## src/hw/rtl/cht_pkg.sv

```systemverilog
`timescale 1ns / 1ps

package cht_pkg;

	localparam int BUCKETS  = 1013;
	localparam int WAYS     = 4;
	localparam int COORD_W  = 32;
	localparam int VALUE_W  = 31;
	localparam int RESULT_W = 32;

	localparam int IDX_W    = $clog2(BUCKETS);
	localparam int FILL_W   = $clog2(WAYS + 1);
	localparam int REM_W    = IDX_W + 1;

	// reciprocal for the bucket remainder, estimate is low by at most one
	localparam int          RECIP_SH = 31 + IDX_W;
	localparam logic [63:0] RECIP    = (64'd1 << RECIP_SH) / BUCKETS;
	localparam logic [31:0] RECIP_32 = RECIP[31:0];

	localparam logic [31:0] HASH_MIX = 32'd3506;
	localparam logic [31:0] HASH_X   = 32'd1435;
	localparam logic [31:0] HASH_Z   = 32'd15;

	// request modes
	localparam logic MODE_LOOKUP = 1'b0;
	localparam logic MODE_INSERT = 1'b1;

	typedef struct packed {
		logic [COORD_W-1:0] x;
		logic [COORD_W-1:0] z;
		logic [VALUE_W-1:0] value;
	} entry_t;

	typedef struct packed {
		entry_t [WAYS-1:0]  way;
		logic [FILL_W-1:0]  fill;
	} row_t;

	localparam int ROW_W = $bits(row_t);

	typedef enum logic [2:0] {
		ST_CLEAR,
		ST_IDLE,
		ST_HASH1,
		ST_HASH2,
		ST_HASH3,
		ST_HASH4,
		ST_READ,
		ST_CMP
	} state_t;

	typedef struct packed {
		logic load;
		logic clr_wr;
		logic rd_en;
		logic commit;
	} cmd_t;

	typedef struct packed {
		logic clr_done;
	} status_t;

endpackage

```

## src/hw/rtl/cht_ctrl.sv

```systemverilog
`timescale 1ns / 1ps

module cht_ctrl (
	input  logic             clk,
	input  logic             arst_n,
	input  logic             in_valid,
	output logic             in_stall,
	output logic             out_valid,
	input  logic             out_stall,
	output cht_pkg::cmd_t    cmd,
	input  cht_pkg::status_t status
);

	import cht_pkg::*;

	state_t state_q;
	state_t state_d;
	logic   out_valid_q;

	always_ff @(posedge clk or negedge arst_n) begin
		if (!arst_n) begin
			state_q <= ST_CLEAR;
		end else begin
			state_q <= state_d;
		end
	end

	always_comb begin
		state_d = state_q;
		case (state_q)
			ST_CLEAR: begin
				if (status.clr_done) begin
					state_d = ST_IDLE;
				end
			end
			ST_IDLE: begin
				if (in_valid) begin
					state_d = ST_HASH1;
				end
			end
			ST_HASH1: state_d = ST_HASH2;
			ST_HASH2: state_d = ST_HASH3;
			ST_HASH3: state_d = ST_HASH4;
			ST_HASH4: state_d = ST_READ;
			ST_READ:  state_d = ST_CMP;
			ST_CMP: begin
				if (!out_valid_q || !out_stall) begin
					state_d = ST_IDLE;
				end
			end
			default: state_d = ST_CLEAR;
		endcase
	end

	always_comb begin
		cmd        = '0;
		in_stall   = 1'b1;
		case (state_q)
			ST_CLEAR: cmd.clr_wr = 1'b1;
			ST_IDLE: begin
				in_stall = 1'b0;
				cmd.load = in_valid;
			end
			ST_READ:  cmd.rd_en = 1'b1;
			ST_CMP:   cmd.commit = !out_valid_q || !out_stall;
			default: begin
				cmd      = '0;
				in_stall = 1'b1;
			end
		endcase
	end

	// result beat register
	always_ff @(posedge clk or negedge arst_n) begin
		if (!arst_n) begin
			out_valid_q <= 1'b0;
		end else if (cmd.commit) begin
			out_valid_q <= 1'b1;
		end else if (!out_stall) begin
			out_valid_q <= 1'b0;
		end
	end

	assign out_valid = out_valid_q;

endmodule

```

## config.mk

```make
export PLATFORM = sky130hd
export DESIGN_NAME = cht_ctrl
export DESIGN_NICKNAME = d
export VERILOG_FILES = /design/src/hw/rtl/cht_pkg.sv /design/src/hw/rtl/cht_ctrl.sv
export SDC_FILE = /design/constraint.sdc
export NUM_CORES = 1
export LEC_CHECK = 0
export BUFFER_PORTS_ARGS = -buffer_cell sky130_fd_sc_hd__buf_2
export CAP_MARGIN = 20
export CORE_AREA = 2 2 39 41
export DETAILED_ROUTE_END_ITERATION = 7
export DIE_AREA = 0 0 41 43
export GPL_ROUTABILITY_DRIVEN = 1
export MAX_ROUTING_LAYER = met4
export PLACE_DENSITY = 0.54
export SYNTH_ARGS = -nofsm -noshare
export SYNTH_HDL_FRONTEND = slang
export SYNTH_SLANG_ARGS = --single-unit
```

## constraint.sdc

```tcl
create_clock -name clk -period 1.7 [get_ports clk]
set_input_delay 0.17 -clock clk [delete_from_list [all_inputs] [get_ports clk]]
set_output_delay 0.17 -clock clk [all_outputs]
set_load 0.1 [all_outputs]
```

[Word-level counts from Yosys, hierarchy flattened]
Index checks and enable logic that the tools add are counted.
W data, S select, Z words.
Storage, ports and cells
  register bits after elaboration: 4
  input port bits: 5
  output and inout bits: 6
  logic and storage cells: 29
Operators by class
  equal/unequal tests: 11
  multiplexer cells: 11
  reductions and logical operators: 5
Operators with widths (count)
  $pmux W3 S8: 1
  $eq A3 B3 Y1 const B: 4
  $mux W3: 3
  $mux W1: 7
  $eq A3 B2 Y1 const B: 2
  $ne A2 B2 Y1 const B: 3
  $eq A3 B1 Y1 const B: 1
  $logic_not A3 Y1: 1
  $reduce_and A3 Y1: 1
  $logic_not A1 Y1: 2
  $ne A2 B1 Y1 const B: 1
  $logic_or A1 B1 Y1: 1

[Depth between registers and ports, before layout]
Gate-level depths: netlist (run 1).
  depth in word-level cells: 4
  depth in mapped cells: 6
  gate-level depth less buffers: 6

[Least setup slack after synthesis (run 1)]
No wires, ideal clock.
  kind: reg2out
  from: register state_q[1]
  to: output port cmd[3] in the netlist's numbering
  arrival: 2773 ps
  required time: 1530 ps
  path slack: -1243 ps
  stages on the path, launching flop included: 5
  buffers on the path: 0
  cells stage by stage: dfrtp_1 > inv_1 > ha_1 > nand2b_1 > nor2_1
RTL lines
  start, declared: line cht_ctrl.sv:16  | state_t state_q;
  start signal, assigned: line cht_ctrl.sv:24  | state_q <= state_d;
  end, declared: line cht_ctrl.sv:10  | output cht_pkg::cmd_t cmd,

==> summary.md, run 1 <==
| Metric | Value |
|---|---|
| Crit path required time | `1.53 ns` |
| Post-Syn Area per Cell | `9.21 um2` |
| Final setup fails | `0` |
| Max-slew headroom | `67.9%` |
| CTS Sinks | `4` |
| Clk slew on worst S/H paths | `0.04 ns` |
| Worst Clk Skew | `0.00231 ns` |
| H-tree levels | `1` |
| WHS Path Cells | `3` |
| Fin util | `36.7%` |
| Initial antenna violation count | `0` |
| WL/cell | `9.30 um` |
| Std cell rows | `14` |
| Sequential-to-total area share from yosys stat | `32.9%` |
| Area growth, synth to finish | `67.1%` |
| WHS | `0.251 ns` |
| Max Freq | `0.628 GHz` |
| MaxCap Viol Count | `0` |
| Yosys cell types | `18` |
| Drt pass-1 iters | `2` |
| Outcome | `finished clean` |
| CP endpoint kind | `output pin` |
| Hold Crit Class | `in -> reg` |
| Routed Antenna Nets | `0` |
| Area of the core | `1380 um2` |
| Mapped Nets | `42` |
| Mapped cell area | `304 um2` |
| Die Area | `1760 um2` |
| CTS tree | `built` |
| Dpl cells | `59` |
| Root Driver | `clkbuf_4` |
| Total track usage | `8.79%` |
| Period utilisation layout | `93.7%` |
| First-pass GRT wire length | `966 um` |
| Routed vias | `277` |
| Skew-Pair Late Insertion Delay | `0.24 ns` |
| Peak fanout along the critical path | `5` |
| Congestion Overflow GR | `0` |
| Cell Count, Final, Fillers Out | `64` |
| DR vias/cell | `4.33` |
| Hold_sp | `out_stall` |
| R2r endpoint | `state_q[1]` |
| Drt drc | `0` |
| Die Ht | `43 um` |
| Minimum clock period after layout | `1.59 ns` |
| CTS buffer count | `3` |
| DRT iter0 DRCs | `2` |
| Routability cong. | `0.744` |
| Initial core utilization | `22.0%` |
| Slew @ Worst Pin | `0.484 ns` |
| Flop2flop setup slack | `0.20 ns` |
| Antenna Cells | `0` |
| Largest net degree at the start of global routing | `9` |
| Worst EP arrival | `1.42 ns` |
| # port buffers | `10` |
| R2r worst-path depth | `6` |
| Seq cells post-synth | `4` |
| Destination of the worst hold path | `out_valid` |
| RSZ-0062 raised after global routing | `false` |
| Ys Warns | `0` |
| # IOs | `11` |
| Worst setup SP type | `register` |
| Max Buffers Root-to-Sink | `2` |
| Share of cells above drive strength 1 | `50.0%` |
| Kind of critical path | `reg -> out` |
| Most frequent cells in the layout | `5 x buf_2, 5 x buf_12, 4 x ha_1` |
| HPWL Detailed | `510 um` |
| R2r startpoint | `state_q[1]` |
| Number of global-route vias before repair | `253` |
| Final hold vios | `0` |
| DRT Wirelength | `595 um` |
| Max Slew Vio Count | `0` |
| Width of the die | `41 um` |
| Post-Syn Instances | `33` |
| Fin nets | `58` |
==> state kept, by name (all words and copies together), names as in the netlist <==
name / cells
state_q: 3
out_valid: 1
==> routing by layer <==
layer | up-vias | share of wire [%] | track usage [%]
li1 | 141 | - | -
met3 | 0 | 2.2 | 3.14
met2 | 3 | 55 | 11.6
met5 | - | 0 | -
met1 | 133 | 43 | 9.80
met4 | 0 | 0 | 8.00
==> worst max-delay path, stage by stage (launching register included) <==
cell and delay [ns]:
dfrtp_1 0.41, inv_1 0.09, ha_1 0.24, nand2b_2 0.13, nor2_4 0.14, buf_12 0.18
==> cells in the mapped netlist (all sizes together) <==
| cell type | count | area, um2 |
|---|---|---|
| nor3 | 1 | 5.00 |
| a21oi | 3 | 18.8 |
| o22ai | 1 | 6.26 |
| and2b | 1 | 8.76 |
| nand2b | 4 | 25.0 |
| mux2 | 1 | 15.0 |
| dfrtp | 4 | 100 |
| nand2 | 4 | 17.5 |
| inv | 3 | 11.3 |
| mux2i | 1 | 10.0 |
| nor2 | 3 | 16.3 |
| and2 | 1 | 7.51 |
| o21ai | 1 | 5.00 |
| o21bai | 1 | 7.51 |
| ha | 4 | 50.1 |
==> area by class of cell <==
cell class,instances,area (um2)
multi-input combinational,26,214
tap,16,20.0
timing repair buffer,11,135
inverter,3,11.3
sequential,4,101
fill,138,876
clock buffer,4,26.3
==> kinds of logic (layout without fill, tap and decap cells) <==
| kind of cell | after synthesis | count (layout) | synth area share (%) |
|---|---|---|---|
| mux | 2 | 2 | 8.23 |
| fa+ha+maj | 4 | 4 | 16.5 |
| simple gates | 14 | 14 | 26.3 |
| compound gates | 6 | 6 | 12.3 |
| buf+inv | 3 | 18 | 3.70 |
| flops | 4 | 4 | 32.9 |
==> worst max-delay path by stage <==
| stage | start | to | depth (start not counted) |
|---|---|---|---|
| 2_1_floorplan | state_q[1] | cmd[3] | 4 |
| 3_3_place_gp | state_q[1] | state_q[1] | 6 |
| 3_5_place_dp | state_q[1] | state_q[1] | 6 |
| 4_1_cts | state_q[1] | cmd[3] | 5 |
| 5_1_grt | state_q[1] | cmd[3] | 5 |
| 6_report | state_q[1] | cmd[3] | 5 |
==> timing repair <==
item	CTS	global route
setup buffers	0	0
hold endpoints to repair	4	0
hold buffers	1	0
gates resized for setup	0	0
setup endpoints to repair	0	0
==> stage by stage <==
stage / setup TNS [ns] / setup slack, ns / area [um2]
after floorplan: -0.153 / -0.153 / 327
after global placement: 0 / 0.238 / 472
after detailed placement: 0 / 0.198 / 472
after CTS: 0 / 0.0966 / 508
after global routing: 0 / 0.0424 / 508
final: 0 / 0.107 / 508
Power of run 1 is not shown: default switching activity piles up to over one toggle a cycle in this logic, so the estimate is an artifact.
==> run 2, diff against run 1 <==
- PLACE_DENSITY: 0.54 -> 0.55
- clock period: 1.7 -> 1.31 ns (I/O delays scaled with it)
==> run 2 against run 1 <==
  * The flow now finishes with violations (setup timing)
  * Register-to-register slack got worse by 0.33 ns
  * Global-route usage increased by 4.3 points
  * Die area unchanged
  * First-iteration DRC count increased to 2.5 times the previous value
  * Utilization increased by 14 points
  * Via count increased by 21%
  * Hold slack got worse by 0.074 ns
  * Non-clock buffer count increased by 16
  * Cell area increased by 38%
  * Largest cell class is now buffers
  * Highest routed layer is now met4
==> summary.md, run 2 (synthesized netlist as in run 1, its figures left out) <==
| Metric | Value |
|---|---|
| Worst Clk Skew | `0.0132 ns` |
| Worst EP arrival | `1.38 ns` |
| Drt pass-1 iters | `2` |
| Initial antenna violation count | `0` |
| Final WS setup | `-0.199 ns` |
| Area of the core | `1380 um2` |
| R2r worst-path depth | `8` |
| # port buffers | `10` |
| DRT iter0 DRCs | `5` |
| Biggest register | `state_q` |
| Congestion Overflow GR | `0` |
| CTS tree | `built` |
| Routed vias | `335` |
| Crit path required time | `1.18 ns` |
| CP endpoint kind | `output pin` |
| Initial core utilization | `22.0%` |
| Drt drc | `0` |
| Minimum clock period after layout | `1.51 ns` |
| Cell Count, Final, Fillers Out | `80` |
| DP Worst Slack | `-0.0841 ns` |
| Routed Antenna Nets | `0` |
| Critical path endpoint | `cmd[2]` |
| H-tree levels | `1` |
| Skew-Pair Late Insertion Delay | `0.25 ns` |
| Final setup fails | `8` |
| DRT Wirelength | `826 um` |
| Std cell rows | `14` |
| CTS Sinks | `4` |
| Final hold vios | `0` |
| Dpl cells | `68` |
| Max-slew headroom | `68.1%` |
| Worst setup SP type | `register` |
| Most frequent cells in the layout | `11 x buf_4, 5 x buf_2, 5 x buf_12, 5 x buf_6` |
| Kind of critical path | `reg -> out` |
| Outcome | `finished, violations left` |
| Total track usage | `13.1%` |
| Largest net degree at the start of global routing | `9` |
| Worst Setup SP | `state_q[0]` |
| Die Ht | `43 um` |
| Fin nets | `74` |
| CTS buffer count | `3` |
| Area growth, synth to finish | `131%` |
| Antenna Cells | `0` |
| HPWL Detailed | `580 um` |
| Max FFs per register | `3` |
| Commonest non-fill, non-tap cell in the layout | `buf_4` |
| R2r endpoint | `state_q[2]` |
| # IOs | `11` |
| Hold Crit Class | `in -> reg` |
| Width of the die | `41 um` |
| Max Buffers Root-to-Sink | `2` |
| Die Area | `1760 um2` |
| Routability cong. | `0.743` |
| RSZ-0062 raised after global routing | `true` |
| Flop2flop setup slack | `-0.13 ns` |
| Max Slew Vio Count | `0` |
| R2r startpoint | `state_q[0]` |
| Slew @ Worst Pin | `0.482 ns` |
| First-pass GRT wire length | `1410 um` |
| MaxCap Viol Count | `0` |
| Peak fanout along the critical path | `3` |
| WL/cell | `10.3 um` |
| Root Driver | `clkbuf_4` |
| Number of global-route vias before repair | `352` |
| Share of cells above drive strength 1 | `75.0%` |
| Clk slew on worst S/H paths | `0.05 ns` |
| Period utilisation layout | `115%` |
| Max Freq | `0.663 GHz` |
| Failing checks | `setup timing` |
| DR vias/cell | `4.19` |
run 2: changes by cell type in the layout (fill, tap and decap cells not counted), moves of 2 or more:
cell,previous run,this run
ha_4,0,3
inv_1,3,1
buf_6,0,5
inv_2,0,2
ha_1,4,0
buf_4,0,11
run 2: timing repair:
action                                  CTS  global route
endpoints found under the setup margin    8             8
buffers inserted                          5             2
resized for setup                        11             2
pin swaps                                 4             3
hold buffers                              1             0
endpoints found under the hold margin     4             0
run 2: per-stage QoR:
stage | hold slack [ns] | instance area, um2 | utilization, % | setup TNS (ns)
floorplan | -0.165 | 349 | - | -0.359
global placement | -0.0646 | 562 | 40.6 | -0.171
detailed placement | -0.0532 | 562 | 40.6 | -0.146
CTS | 0.178 | 679 | 49.1 | -1.23
global route | 0.189 | 703 | 50.8 | -1.67
finish | 0.177 | 703 | 50.8 | -1.18
run 2: final cells by class:
type	count	area, um2
repair buffers	27	274
multi-input cells	26	268
fillers	119	681
well taps	16	20.0
inverters	3	11.3
clock buffers	4	26.3
flip-flops and latches	4	104
run 2: how the worst min path moves through the flow:
stage	from	end	slack, ns	depth (start not counted)
after global routing	out_stall	out_valid	0.19	3
after global placement	arst_n	state_q[1]	-0.06	1
after CTS	out_stall	out_valid	0.18	3
after floorplan	arst_n	state_q[0]	-0.16	0
after detailed placement	arst_n	state_q[1]	-0.05	1
final	out_stall	out_valid	0.18	3
run 2: critical path: stages, from the launching register on:
cell and delay [ns]:
dfrtp_1 0.41, inv_2 0.08, ha_4 0.16, buf_6 0.10
and2b_2 0.20, buf_12 0.16
run 2: routing by layer:
| metal | up-vias | wire length, um | global-route usage (%) |
|---|---|---|---|
| met3 | 2 | 33 | 4.71 |
| met4 | 0 | 14 | 10.0 |
| li1 | 170 | - | - |
| met1 | 154 | 297 | 12.6 |
| met5 | - | 0 | - |
| met2 | 9 | 480 | 20.0 |
Power of run 2 is left out for the same reason.
